File: src/design/swts_ram.sv
`default_nettype none

module swts_ram #(
	parameter int WIDTH = 16,
	parameter int DEPTH = 64,
	localparam int AW = (DEPTH > 1) ? $clog2(DEPTH) : 1
) (
	input  wire logic             clk,
	input  wire logic             we,
	input  wire logic [AW-1:0]    waddr,
	input  wire logic [WIDTH-1:0] wdata,
	input  wire logic [AW-1:0]    raddr,
	output logic      [WIDTH-1:0] rdata
);

	logic [WIDTH-1:0] mem_q [DEPTH];

	// read returns the old word when the same address is written
	always_ff @(posedge clk) begin
		if (we) begin
			mem_q[waddr] <= wdata;
		end
		rdata <= mem_q[raddr];
	end

endmodule

`default_nettype wire

File: config.mk
export PLATFORM = sky130hd
export DESIGN_NAME = swts_ram
export DESIGN_NICKNAME = d
export VERILOG_FILES = /design/src/design/swts_ram.sv
export SDC_FILE = /design/constraint.sdc
export NUM_CORES = 1
export LEC_CHECK = 0
export BUFFER_PORTS_ARGS = -buffer_cell sky130_fd_sc_hd__buf_2
export CAP_MARGIN = 20
export CORE_UTILIZATION = 60
export DETAILED_ROUTE_END_ITERATION = 12
export GPL_ROUTABILITY_DRIVEN = 0
export PLACE_DENSITY = 0.76
export SLEW_MARGIN = 20
export SYNTH_ARGS = -nofsm -noshare
export SYNTH_HDL_FRONTEND = slang
export SYNTH_SLANG_ARGS = --single-unit
File: constraint.sdc
create_clock -name clk -period 6.1 [get_ports clk]
set_input_delay 0.61 -clock clk [delete_from_list [all_inputs] [get_ports clk]]
set_output_delay 0.61 -clock clk [all_outputs]
set_load 0.005 [all_outputs]
# Word-level counts from Yosys, hierarchy flattened
# Memories as Yosys holds them, arrays and structs flattened. A register that Yosys moved wholly into a read port is not among the register bits.
# Index checks and enable logic that the tools add are counted.
# totals
ff_bits	0
latchBits	0
ram_bits	1024
mem_bits_ro	0
inputBits	30
output_inout_bits	16
wordCells	3
n_memories	1
# classes
add_sub_neg	0
multipliers	0
div_mod_pow	0
order_cmp	0
eq_ne	0
shifts	0
mux	2
n_bitwise	0
reduce_logical	0
# memory_table
name	depth	word_bits	read_ports	rd_clocked_by_memory_dff	wr	line	text
mem_q	64	16	1	1	1	16	logic [WIDTH-1:0] mem_q [DEPTH];
# op_table
operator	count
1-bit 2-to-1 mux	2

# Logic depth before layout (Yosys ltp)
# logic_depth
depth_word	2
depth_mapped	10
ltp_nobuf	5

# Worst setup path before layout
# Ideal clock, no wire load.
# synth_timing
path_kind	input to register
startpoint	input waddr[3]
endpoint	memory mem_q[48][0], enable pin
setup_ns	0.409
t_arrival_ns	2.236
t_required_ns	5.691
path_slack_ns	3.455
stages	4
n_path_buf	1
path_cell_list	clkbuf_1 -> nor2b_1 -> nand4b_1 -> nor3_1
# synth_lines
element	line	text
start: declaration	10	input wire logic [AW-1:0] waddr,
end: declaration	16	
# No word-level cell before the write port.

==> report_table.html <==
<table>
<tr><th>Metric</th><th>Value</th></tr>
<tr><th colspan="2">Global route</th></tr>
<tr><td>Global-route layer with the greatest usage</td><td>met2</td></tr>
<tr><td>Number of global-route vias before repair</td><td>19281</td></tr>
<tr><td>Global router's overall resource usage</td><td>roughly 28%</td></tr>
<tr><td>Pin count of the biggest net entering global routing</td><td>slightly above 90</td></tr>
<tr><td>Met3 layer usage reported by global route</td><td>roughly 5.6%</td></tr>
<tr><td>Grt total ovfl</td><td>0</td></tr>
<tr><td>Met1 Usage GRT</td><td>39.8%</td></tr>
<tr><td>Antenna violations before repair</td><td>9</td></tr>
<tr><td>Met2 Resource Use GR</td><td>around 45%</td></tr>
<tr><td>Global-route wire length before repair</td><td>~130000 um</td></tr>
<tr><th colspan="2">Worst setup path</th></tr>
<tr><td>Largest fanout of any net on the critical path</td><td>84</td></tr>
<tr><td>Worst stage delay on the critical path</td><td>700 ps</td></tr>
<tr><td>Critical path cell sequence</td><td>buf_8 -&gt; buf_12 -&gt; mux4_2 -&gt; nor2b_1 -&gt; a211o_1 -&gt; a31oi_1 -&gt; a311oi_1</td></tr>
<tr><td>Cell with the largest stage delay on the worst path</td><td>buf_8</td></tr>
<tr><td>Register-to-register setup slack</td><td>3840 ps</td></tr>
<tr><td>Cell depth of the worst setup path</td><td>7</td></tr>
<tr><td>Crit Path Category</td><td>input pin to flop</td></tr>
<tr><td>End of the worst register-to-register path</td><td>rdata[0]</td></tr>
<tr><td>Crit. Startpoint</td><td>raddr[0]</td></tr>
<tr><td>Critical Path Start Type</td><td>input pin</td></tr>
<tr><td>Top Family by Delay on Critical Path</td><td>buffers and inverters</td></tr>
<tr><td>Req. time, crit path</td><td>6600 ps</td></tr>
<tr><td>Depth of the worst register-to-register path</td><td>4</td></tr>
<tr><td>Critical Path End</td><td>rdata[11]</td></tr>
<tr><td>Total buffers and inverters traversed by the critical path</td><td>2</td></tr>
<tr><td>Launching point of the worst reg2reg path</td><td>mem_q[62][0]</td></tr>
<tr><td>Critical path capture point type</td><td>flop</td></tr>
<tr><td>WP data arrival</td><td>3710 ps</td></tr>
<tr><th colspan="2">STA</th></tr>
<tr><td>Hold Fails Final Rpt</td><td>0</td></tr>
<tr><td>Finish-stage setup viols</td><td>0</td></tr>
<tr><td>Post-route clock period utilization</td><td>52.7%</td></tr>
<tr><td>Max Slew Vio Count</td><td>0</td></tr>
<tr><td>Fmax</td><td>0.311 GHz</td></tr>
<tr><td>Final worst clock skew</td><td>around 18 ps</td></tr>
<tr><td>Unrepaired setup endpoints after global routing</td><td>no</td></tr>
<tr><td>Tightest slew margin relative to the limit</td><td>roughly a quarter</td></tr>
<tr><td>Final critical-path required period</td><td>3220 ps</td></tr>
<tr><td>Accumulated negative setup slack</td><td>0 ps</td></tr>
<tr><td>Transition time at the pin with the least slew margin</td><td>1130 ps</td></tr>
<tr><th colspan="2">Yosys</th></tr>
<tr><td>Number of synthesized flops with an enable pin</td><td>about 1000</td></tr>
<tr><td>Area share of the largest cell type after synthesis</td><td>between 70 and 80%</td></tr>
<tr><td>Proportion of synthesized chip area in sequential cells</td><td>77.6%</td></tr>
<tr><td>Primary FF master, synth</td><td>edfxtp_1</td></tr>
<tr><td>Per-instance average area after synthesis</td><td>around 22 um2</td></tr>
<tr><td>Synthesis-stage register bit count</td><td>1040</td></tr>
<tr><td>Synthesis Warnings</td><td>0</td></tr>
<tr><td>Top post-synthesis cells by count</td><td>1024 x edfxtp_1, 220 x mux4_2, 85 x mux2i_1</td></tr>
<tr><td>Count of unique library cells instantiated by Yosys</td><td>43</td></tr>
<tr><td>Cell taking the most area after synthesis</td><td>edfxtp_1</td></tr>
<tr><td>Mapped Cells</td><td>1829</td></tr>
<tr><td>Post-synthesis instance area</td><td>around 40000 um2</td></tr>
<tr><td>Library cell with the highest instance count after synthesis</td><td>edfxtp_1</td></tr>
<tr><td>Leading cell types by total area after synthesis</td><td>edfxtp_1 77%, mux4_2 12%, mux2i_1 2.1%</td></tr>
<tr><td>Synth Net Count</td><td>roughly 1900</td></tr>
<tr><td>Share of flip-flops with an asynchronous set or reset after synthesis</td><td>0%</td></tr>
<tr><th colspan="2">Run status</th></tr>
<tr><td>Status</td><td>complete, no violations</td></tr>
<tr><th colspan="2">Route</th></tr>
<tr><td>Detailed-route via count</td><td>19383</td></tr>
<tr><td>Wire length reported by the detailed router</td><td>92100 um</td></tr>
<tr><td>Remaining design rule violation count</td><td>0</td></tr>
<tr><td>Count of TritonRoute iterations in the first routing pass</td><td>6</td></tr>
<tr><td>Routed wirelength normalized by instance count</td><td>31.7 um</td></tr>
<tr><td>Via count normalized by instance count</td><td>6.68</td></tr>
<tr><td>Final antenna-violating net count</td><td>0</td></tr>
<tr><td>Violation count after the first detailed-routing iteration</td><td>2568</td></tr>
<tr><th colspan="2">Pwr</th></tr>
<tr><td>Peak ir drop on the vdd network</td><td>approximately 0.25 mV</td></tr>
<tr><td>Power per cell area</td><td>333 nW/um2</td></tr>
<tr><td>Reported leakage power</td><td>0.0142 uW</td></tr>
<tr><th colspan="2">Finish</th></tr>
<tr><td>Design area</td><td>44700 um2</td></tr>
<tr><td>Area growth syn-to-layout</td><td>11.6%</td></tr>
<tr><td>Final-layout fill cell count</td><td>3928</td></tr>
<tr><td>Fin cells</td><td>2903</td></tr>
<tr><td>Fraction of final layout cells with drive strength greater than 1</td><td>26.7%</td></tr>
<tr><td>Net count of the finished layout</td><td>1976</td></tr>
<tr><th colspan="2">Floorplan</th></tr>
<tr><td>Number of rows in the core area</td><td>94</td></tr>
<tr><td>Die boundary height</td><td>260 um</td></tr>
<tr><td>Die X-Extent</td><td>roughly 260 um</td></tr>
<tr><td>Area of the die</td><td>67800 um2</td></tr>
<tr><td>Initial core utilization</td><td>around three fifths</td></tr>
<tr><td>CORE AREA</td><td>~66000 um2</td></tr>
<tr><td>Top-Level Pins</td><td>between 40 and 50</td></tr>
<tr><th colspan="2">Placed design</th></tr>
<tr><td>Placed instance count</td><td>~2700</td></tr>
<tr><td>Post-place instance area</td><td>roughly 41000 um2</td></tr>
<tr><td>Port buffer count</td><td>45</td></tr>
<tr><td>HPWL Detailed</td><td>between 50000 and 60000 um</td></tr>
<tr><th colspan="2">Clock network</th></tr>
<tr><td>Gates resized, CTS repair</td><td>0</td></tr>
<tr><td>Clock buffer count from CTS</td><td>around 100</td></tr>
<tr><td>Clock slew at reported path FFs</td><td>60 ps</td></tr>
<tr><td>Number of buffers between clock root and the deepest sink</td><td>3</td></tr>
<tr><td>Post-CTS Setup Inserts</td><td>0</td></tr>
<tr><td>Buffer type at the clock tree root</td><td>clkbuf_16</td></tr>
<tr><td>Clock insertion delay at the later pin of the skew report</td><td>660 ps</td></tr>
<tr><td>H-tree depth</td><td>3</td></tr>
<tr><td>Hold-fix buffers at CTS</td><td>0</td></tr>
<tr><td>Num Clock Sinks</td><td>1040</td></tr>
<tr><td>CTS tree</td><td>built</td></tr>
<tr><th colspan="2">Run</th></tr>
<tr><td>Max capacitance violation total</td><td>0</td></tr>
<tr><th colspan="2">Min path</th></tr>
<tr><td>Type of the worst min-delay path</td><td>input pin to flop</td></tr>
</table>
-- worst reg2reg max path: stages (launching register included) --
cell and delay, ps:
edfxtp_1 360, mux4_2 470, mux2_2 310, a221oi_1 850
a311oi_1 120
-- metal layers --
| layer | vias up | part of all wire (%) | wire length, um |
|---|---|---|---|
| met5 | - | 0.073 | 67 |
| met4 | 10 | 3.1 | 2900 |
| li1 | 7916 | - | - |
| met1 | 10124 | 38 | 34700 |
| met3 | 182 | 10 | 9450 |
| met2 | 1151 | 49 | 45100 |
-- power breakdown --
part           leakage [uW]  internal [uW]  switching (uW)  total [uW]
Combinational       0.00319            253             451         704
Clock               0.00165           3660            2580        6230
Sequential          0.00935           7910            30.1        7940
-- kinds of logic after synthesis --
kind of cell / after synthesis / share of synthesized area, %
AOI/OAI and AO/OA: 129 / 2.41
and+or+nand+nor: 220 / 2.65
DFF: 1040 / 77.6
muxes: 336 / 15.5
buffers and inverters: 104 / 1.83
-- flip-flops by register name, summed over array words and instances (netlist names) --
signal  cells
mem_q    1024
rdata      16
-- area by class of cell --
type / instances / area, um2 / area share (%)
Clock inverter: 61 / 589 / 1.32
Timing Repair Buffer: 118 / 868 / 1.94
Tap cell: 864 / 1080 / 2.42
Antenna cell: 6 / 15.0 / 0.0336
Sequential cell: 1040 / 31100 / 69.5
Multi-Input combinational cell: 685 / 8310 / 18.6
Clock buffer: 129 / 2760 / 6.17
-- cell usage in the layout, fill, tap and decap left out, drive strengths merged, types with 2 or more instances in the layout --
cell type  count
nor3           2
a41oi          5
a22oi         39
a221oi        16
mux2i         85
a22o           6
o21ai          8
and2           2
inv            3
dfxtp         16
clkbuf       130
mux4         224
nor4           3
nor2          74
clkinvlp       3
and4           5
bufinv        11
a31oi          8
nand2         60
edfxtp      1024
nand3         24
a211o          8
buf          117
diode          6
nor2b         30
a221o          6
a211oi         8
mux2          27
nand3b         2
nand2b         3
nand4         12
a21oi         17
a311oi         8
clkinv        44
-- how the worst min path moves through the flow --
stage                             start  slack (ps)      endpoint  cells after the start
after global routing           wdata[6]         540  mem_q[33][6]                      1
after CTS                      waddr[2]         530  mem_q[49][8]                      2
after global placement    mem_q[37][13]         860     rdata[13]                      3
after floorplan                wdata[0]         710   mem_q[0][0]                      0
final                          wdata[4]         540  mem_q[30][4]                      1
after detailed placement  mem_q[38][15]         890     rdata[15]                      3
-- stage by stage --
stage	util (%)	setup WS (ps)	power (uW)	hold WS [ps]
floorplan	-	3460	8480	709
global placement	62.7	2260	8770	856
detailed placement	62.7	2260	8790	885
CTS	67.8	2920	14900	534
global route	67.8	2690	15200	545
finish	67.8	2880	14900	543
No activity file was read; power rests on OpenSTA's default activity.
