**src/design/swts_pkg.sv**
```systemverilog
`default_nettype none

package swts_pkg;

	localparam int MAX_WINDOW_DEF  = 64;
	localparam int SAMPLE_BITS_DEF = 16;
	localparam int LEN_BITS        = 7;
	localparam int TOTAL_BITS      = 64;
	localparam int PDATA_BITS      = 32;
	localparam int PADDR_BITS      = 3;

	localparam logic [LEN_BITS-1:0] LEN_RESET = 7'd8;

	// register index, taken from paddr[2]
	localparam logic REG_WINDOW_LEN = 1'b0;

	typedef enum logic [1:0] {
		OP_HOLD   = 2'd0,
		OP_CLEAR  = 2'd1,
		OP_REMOVE = 2'd2,
		OP_INSERT = 2'd3
	} cell_op_t;

endpackage

`default_nettype wire

```
**src/design/swts_cell.sv**
```systemverilog
`default_nettype none

module swts_cell #(
	parameter int SAMPLE_BITS = swts_pkg::SAMPLE_BITS_DEF
) (
	input  wire logic                          clk,
	input  wire logic                          arst_n,
	input  wire swts_pkg::cell_op_t            op,
	input  wire logic signed [SAMPLE_BITS-1:0] key,
	input  wire logic signed [SAMPLE_BITS-1:0] left_val,
	input  wire logic                          left_valid,
	input  wire logic                          left_gt,
	input  wire logic signed [SAMPLE_BITS-1:0] right_val,
	input  wire logic                          right_valid,
	output logic signed [SAMPLE_BITS-1:0]      val,
	output logic                               valid,
	output logic                               gt
);

	logic signed [SAMPLE_BITS-1:0] val_q;
	logic                          valid_q;
	logic                          shift_down;

	// empty cells count as larger than any key
	assign gt         = !valid_q || (val_q > key);
	assign shift_down = valid_q && (val_q >= key);

	always_ff @(posedge clk or negedge arst_n) begin
		if (!arst_n) begin
			valid_q <= 1'b0;
		end else begin
			unique case (op)
				swts_pkg::OP_CLEAR: begin
					valid_q <= 1'b0;
				end
				swts_pkg::OP_REMOVE: begin
					if (shift_down) begin
						valid_q <= right_valid;
					end
				end
				swts_pkg::OP_INSERT: begin
					if (gt && !left_gt) begin
						valid_q <= 1'b1;
					end else if (gt) begin
						valid_q <= left_valid;
					end
				end
				default: begin
					valid_q <= valid_q;
				end
			endcase
		end
	end

	always_ff @(posedge clk) begin
		unique case (op)
			swts_pkg::OP_REMOVE: begin
				if (shift_down) begin
					val_q <= right_val;
				end
			end
			swts_pkg::OP_INSERT: begin
				if (gt && !left_gt) begin
					val_q <= key;
				end else if (gt) begin
					val_q <= left_val;
				end
			end
			default: begin
				val_q <= val_q;
			end
		endcase
	end

	assign val   = val_q;
	assign valid = valid_q;

endmodule

`default_nettype wire

```
**src/design/swts_sorter.sv**
```systemverilog
`default_nettype none

module swts_sorter #(
	parameter int SAMPLE_BITS = swts_pkg::SAMPLE_BITS_DEF,
	parameter int MAX_WINDOW  = swts_pkg::MAX_WINDOW_DEF
) (
	input  wire logic                          clk,
	input  wire logic                          arst_n,
	input  wire swts_pkg::cell_op_t            op,
	input  wire logic signed [SAMPLE_BITS-1:0] key,
	output logic signed [SAMPLE_BITS-1:0]      lo,
	output logic signed [SAMPLE_BITS-1:0]      hi
);

	logic signed [SAMPLE_BITS-1:0] val    [MAX_WINDOW];
	logic                          valid  [MAX_WINDOW];
	logic                          gt     [MAX_WINDOW];
	logic signed [SAMPLE_BITS-1:0] lval   [MAX_WINDOW];
	logic                          lvalid [MAX_WINDOW];
	logic                          lgt    [MAX_WINDOW];
	logic signed [SAMPLE_BITS-1:0] rval   [MAX_WINDOW];
	logic                          rvalid [MAX_WINDOW];
	logic                          top    [MAX_WINDOW];

	// cells hold the window in ascending order, filled from cell 0 up
	for (genvar k = 0; k < MAX_WINDOW; k++) begin : g_cell
		if (k == 0) begin : g_first
			assign lval[k]   = '0;
			assign lvalid[k] = 1'b0;
			assign lgt[k]    = 1'b0;
		end else begin : g_inner_l
			assign lval[k]   = val[k-1];
			assign lvalid[k] = valid[k-1];
			assign lgt[k]    = gt[k-1];
		end
		if (k == MAX_WINDOW - 1) begin : g_last
			assign rval[k]   = '0;
			assign rvalid[k] = 1'b0;
		end else begin : g_inner_r
			assign rval[k]   = val[k+1];
			assign rvalid[k] = valid[k+1];
		end
		assign top[k] = valid[k] && !rvalid[k];

		swts_cell #(
			.SAMPLE_BITS(SAMPLE_BITS)
		) u_cell (
			.clk        (clk),
			.arst_n     (arst_n),
			.op         (op),
			.key        (key),
			.left_val   (lval[k]),
			.left_valid (lvalid[k]),
			.left_gt    (lgt[k]),
			.right_val  (rval[k]),
			.right_valid(rvalid[k]),
			.val        (val[k]),
			.valid      (valid[k]),
			.gt         (gt[k])
		);
	end

	assign lo = val[0];

	// at most one cell is the top of the occupied run; hi is zero when none is
	always_comb begin
		hi = '0;
		for (int k = 0; k < MAX_WINDOW; k++) begin
			if (top[k]) begin
				hi = hi | val[k];
			end
		end
	end

endmodule

`default_nettype wire

```
**config.mk**
```make
export PLATFORM = sky130hd
export DESIGN_NAME = swts_sorter
export DESIGN_NICKNAME = d
export VERILOG_FILES = /design/src/design/swts_pkg.sv /design/src/design/swts_cell.sv /design/src/design/swts_sorter.sv
export SDC_FILE = /design/constraint.sdc
export NUM_CORES = 2
export LEC_CHECK = 0
export BUFFER_PORTS_ARGS = -buffer_cell sky130_fd_sc_hd__buf_2
export CAP_MARGIN = 20
export CORE_ASPECT_RATIO = 1.5
export CORE_MARGIN = 2
export CORE_UTILIZATION = 59
export CTS_CLUSTER_SIZE = 28
export DETAILED_ROUTE_END_ITERATION = 7
export PLACE_DENSITY_LB_ADDON = 0.25
export SKIP_CTS_REPAIR_TIMING = 1
export SLEW_MARGIN = 25
export SYNTH_ARGS = -nofsm -noshare
export SYNTH_HDL_FRONTEND = slang
export SYNTH_SLANG_ARGS = --single-unit
```
**constraint.sdc**
```tcl
create_clock -name clk -period 8.3 [get_ports clk]
set_input_delay 2.075 -clock clk [delete_from_list [all_inputs] [get_ports clk]]
set_output_delay 2.075 -clock clk [all_outputs]
set_load 0.05 [all_outputs]
```
==> flow_summary.yaml, run 1 <==
status:
  firstError: "[ERROR GRT-0116] Global routing finished with congestion. Check the congestion regions in the DRC Viewer."
  outcome: "stopped before the end"
  stop_stage: "global routing"
logic_synthesis:
  ys_seq_area_share_pct: 37.89
  synth-main-ff-cell: "edfxtp_1"
  ys.warnings.count: 0
  syn_avg_cell_area_sq_um: 9.606
  synth_top_area_share_pct: 36.02
  synth_area_sq_um: 85370
  synth.net_count: 9932
  synth.distinct_cells: 93
  synth_edf_count: 1024
  syn_inst: 8888
  synth_top_area_cell: "edfxtp_1"
  synthTopCellsByArea: "edfxtp_1, ha_1, o211ai_1, mux2i_1, nand2_1"
  ys_ff_latch: 1088
  ys_async_sr_fraction_pct: 5.882
placement:
  hpwl_um: 384600
  gp_congestion: 1.289
  dp_cells: 10484
  port_buffers: 51
die:
  rows: 171
  die-height_um: 469.9
  start_util_pct: 59.20
  die_w_um: 314.6
  ios: 52
clock_network:
  cts_max_path_buffers: 3
  cts_sinks: 1088
  h-tree-depth: 3
  cts_buffers: 110
  cts_root_buffer: "clkbuf_16"
global_routing:
  grt_overflow: 688
  grt_pass1_vias: 96914
  grt_first_pass_wirelength_um: 853000
  grt.total_usage_pct: 80.31
  grt_max_degree: 186
-- cell families after synthesis --
logic type               share of synthesized area (%)
XOR/XNOR                                        0.3078
AO/OA/AOI/OAI                                    21.63
adder cells (fa/ha/maj)                          15.01
AND/OR/NAND/NOR                                  15.37
multiplexers                                     5.853
buffers and inverters                            3.932
flip-flops                                       37.89
-- metrics by stage --
stage / worst slack, ns / cell area (sq um)
after CTS: 1.728 / 91990
after detailed placement: 1.931 / 88380
after global placement: 2.028 / 88330
after floorplan: 1.837 / 85370
-- layer usage --
layer  GRT overflow  global-route usage (%)
met5             11                   42.98
met4            280                   76.19
met3             33                   67.85
met2            343                   92.99
met1             21                   82.26
-- cells in the mapped netlist, types with 8 or more instances --
master	n
a21boi_0	36
nor2_1	416
nor3_1	68
a22o_1	196
a211oi_1	41
and4_1	35
xnor2_1	29
nor4_1	60
nand2b_1	16
a21o_1	123
a2bb2oi_1	31
nor4b_1	30
o221ai_1	50
nand3_1	693
a22oi_1	146
buf_4	28
mux2i_1	497
buf_2	19
or4_1	32
o21a_1	22
o311ai_0	10
and3_1	8
o31a_1	28
o211a_1	13
or3_1	14
inv_1	172
a31oi_1	11
o21bai_1	25
a2111oi_0	10
o21ai_0	303
nand4_1	179
a211o_1	8
a221oi_1	199
edfxtp_1	1024
nor2b_1	122
and2_1	23
buf_1	44
o211ai_1	708
o41a_1	8
nand2_1	1056
clkbuf_1	562
dfrtp_1	64
ha_1	1024
a21oi_1	539
o21ai_1	34
==> run 2: changes to the inputs <==
Settings changed: CORE_ASPECT_RATIO 1.5 to unset, CORE_UTILIZATION 59 to 40, CTS_CLUSTER_SIZE 28 to unset, PLACE_DENSITY_LB_ADDON 0.25 to 0.15.
==> run 2 against run 1 <==
  * The flow now finishes without violations
  * Area after synthesis is the same
  * Synthesized cell count is the same
==> flow_summary.yaml, run 2 <==
logic_synthesis:
  netlist_top_cells_count: "nand2_1, edfxtp_1, ha_1, o211ai_1, nand3_1"
  synthTopCellsByArea: "edfxtp_1, ha_1, o211ai_1, mux2i_1, nand2_1"
  ys_ff_latch: 1088
  syn_inst: 8888
  ys_async_sr_fraction_pct: 5.882
  synthSimpleGateAreaFrac_pct: 15.37
  synth.distinct_cells: 93
  synth.net_count: 9932
  synth-main-ff-cell: "edfxtp_1"
  synthMuxAreaShare_pct: 5.853
  synth_top_area_share_pct: 36.02
  syn_avg_cell_area_sq_um: 9.606
  synth_most_common_cell: "nand2_1"
  synth_top_family_by_area: "compound AO/OA/AOI/OAI gates"
  synth_adder_area_share_pct: 15.01
  ys_seq_area_share_pct: 37.89
  synth_xor_area_share_pct: 0.3078
  synth_compound_area_share_pct: 21.63
  ys.warnings.count: 0
  synth_edf_count: 1024
  synth_area_sq_um: 85370
  synth_top_area_cell: "edfxtp_1"
setup_path:
  r2r-end: "g_cell[51].u_cell.val[5]$_DFFE_PP_"
  end_kind: "output pin"
  path_max_fanout: 16
  cp_cell_sequence: "nor2b_2 -> buf_4 -> a22oi_1 -> nand4_1 -> nor4_1 -> nand2_1 -> buf_2"
  startpoint: "g_cell[45].u_cell.valid$_DFFE_PN0P_"
  reg2reg_slack_ns: 3.97
  cpMaxStageDelayCell: "a22oi_1"
  r2r_cells: 9
  cp.depth: 7
  path_delay_family: "simple AND/OR/NAND/NOR gates"
  crit_buf_inv: 2
  max_stage_delay_ns: 1.06
  endpoint: "hi[3]"
  critPathRequiredTime_ns: 6.23
  critPathKind: "register to output pin"
  reg2reg_from: "g_cell[50].u_cell.val[1]$_DFFE_PP_"
  crit_path_start_kind: "register"
  cp.arrival_ns: 5.05
routing:
  wl_per_cell_um: 50.94
  route.detailed.drc: 0
  dr.pass1.iters: 7
  routed_wl_um: 600900
  vias_per_cell: 7.630
  vias: 90021
  first_iter_violations: 17124
  detail-route-antenna-nets: 0
timing:
  drv_slew: 0
  final.setup.tns_ns: 0
  relSlewSlack_pct: 13.20
  fin_crit_ns: 7.128
  finClkSkew_ns: 0.02909
  grt_setup_unrepaired: "no"
  hold_viol_final: 0
  fin_crit_sh_pct: 85.87
  worst_slew_pin_slew_ns: 1.302
  fmax_mhz: 140.3
  worst_slack_ns: 1.172
  setup_violations: 0
  hold_slack_ns: 0.6147
status:
  outcome: "completed"
placement:
  gp_congestion: 1.147
  hpwl_um: 445600
  dp_cells: 11445
  pre_cts_ws_ns: 1.863
  port_buffers: 51
clock_network:
  cts_max_path_buffers: 3
  cts_root_buffer: "clkbuf_16"
  cts_buffers: 146
  clkTransAtPathRegs_ns: 0.06
  tritoncts: "done"
  cts_sinks: 1088
  clk_latency_ns: 0.85
  h-tree-depth: 4
layout:
  finalNonFillerCells: 11798
  largest_reg_flops: 1024
  layout-drive-gt1-share_pct: 9.050
  fin_nets: 9830
  area_growth_pct: 11.48
  final_cell_mix: "nand2_1, ha_1, edfxtp_1, o211ai_1, nand3_1"
  post-route-util_pct: 44.87
  layout_commonest_cell: "nand2_1"
  fillers: 20287
hold_path:
  min_path_cells: 2
  min_path_type: "register to register"
die:
  ios: 52
  rows: 169
  core_sq_um: 212100
  die_w_um: 466.0
  die_area_sq_um: 217100
  start_util_pct: 40.25
  die-height_um: 466.0
global_routing:
  grt_antenna_before_repair: 138
  grt_overflow: 0
  grt_max_degree: 152
  grt_pass1_vias: 79650
  grt_first_pass_wirelength_um: 775500
  grt.total_usage_pct: 53.57
power_and_ir_drop:
  vdd_ir_drop_max_uv: 232.7
  p_leak_uw: 0.03616
  powerDensity_nw_per_um2: 185.1
flow_run:
  max_cap_viol_count: 0
-- run 2: cell counts after synthesis --
Identical to the previous run, type by type.
-- run 2: metal layers --
layer	routed length (um)	track usage [%]	share of wire, %
met4	59900	44.50	10
met3	89170	23.29	15
met5	634	0.06588	0.11
met2	235100	72.48	39
met1	216100	65.02	36
-- run 2: kinds of logic after synthesis --
family                   count (synthesis)
AND/OR/NAND/NOR                       2788
AO/OA/AOI/OAI                         2624
flip-flops                            1088
adder cells (fa/ha/maj)               1024
buffers and inverters                  835
multiplexers                           499
XOR/XNOR                                30
-- run 2: cell type report --
cell class                      count  area [sq um]  share of cell area [%]
Inverter                          173         696.9                  0.7323
Timing Repair Buffer              412          3417                   3.590
Clock inverter                     55         644.4                  0.6770
Tap cell                         2821          3530                   3.709
Antenna cell                       71         177.7                  0.1867
Multi-Input combinational cell   6965         50230                   52.78
Sequential cell                  1088         32350                   33.99
Clock buffer                      213          4124                   4.333
-- run 2: how the worst min path moves through the flow --
stage,startpoint,endpoint
global route,g_cell[24].u_cell.val[1]$_DFFE_PP_,g_cell[25].u_cell.val[1]$_DFFE_PP_
detailed placement,g_cell[24].u_cell.val[1]$_DFFE_PP_,g_cell[25].u_cell.val[1]$_DFFE_PP_
finish,g_cell[24].u_cell.val[1]$_DFFE_PP_,g_cell[25].u_cell.val[1]$_DFFE_PP_
CTS,g_cell[24].u_cell.val[1]$_DFFE_PP_,g_cell[25].u_cell.val[1]$_DFFE_PP_
global placement,g_cell[24].u_cell.val[1]$_DFFE_PP_,g_cell[25].u_cell.val[1]$_DFFE_PP_
floorplan,g_cell[48].u_cell.valid$_DFFE_PN0P_,g_cell[47].u_cell.valid$_DFFE_PN0P_
-- run 2: report_power, final --
group / switching (uW) / total, uW / internal, uW / leakage, uW
clock network: 2870 / 6670 / 3800 / 0.00230
logic: 2400 / 3470 / 1070 / 0.0233
registers: 1050 / 7470 / 6420 / 0.0105
-- run 2: metrics by stage --
step           cell area (sq um)  total power (uW)
2_1_floorplan              85370              8767
6_report                   95170             17620
3_5_place_dp               90030             10760
4_1_cts                    94790             17270
3_3_place_gp               89820             10670
5_1_grt                    95030             17800
-- run 2: worst register-to-register path, stage by stage (launching register included) --
cell,delay [ns]
edfxtp_1,0.94
ha_1,0.39
nor2b_1,0.14
o21a_1,0.16
o21ai_0,0.15
a21oi_1,0.09
a2111oi_0,0.57
o311a_1,0.76
nand2_1,0.58
o211ai_1,0.35
Note: power is estimated with default switching activity, not from simulation.
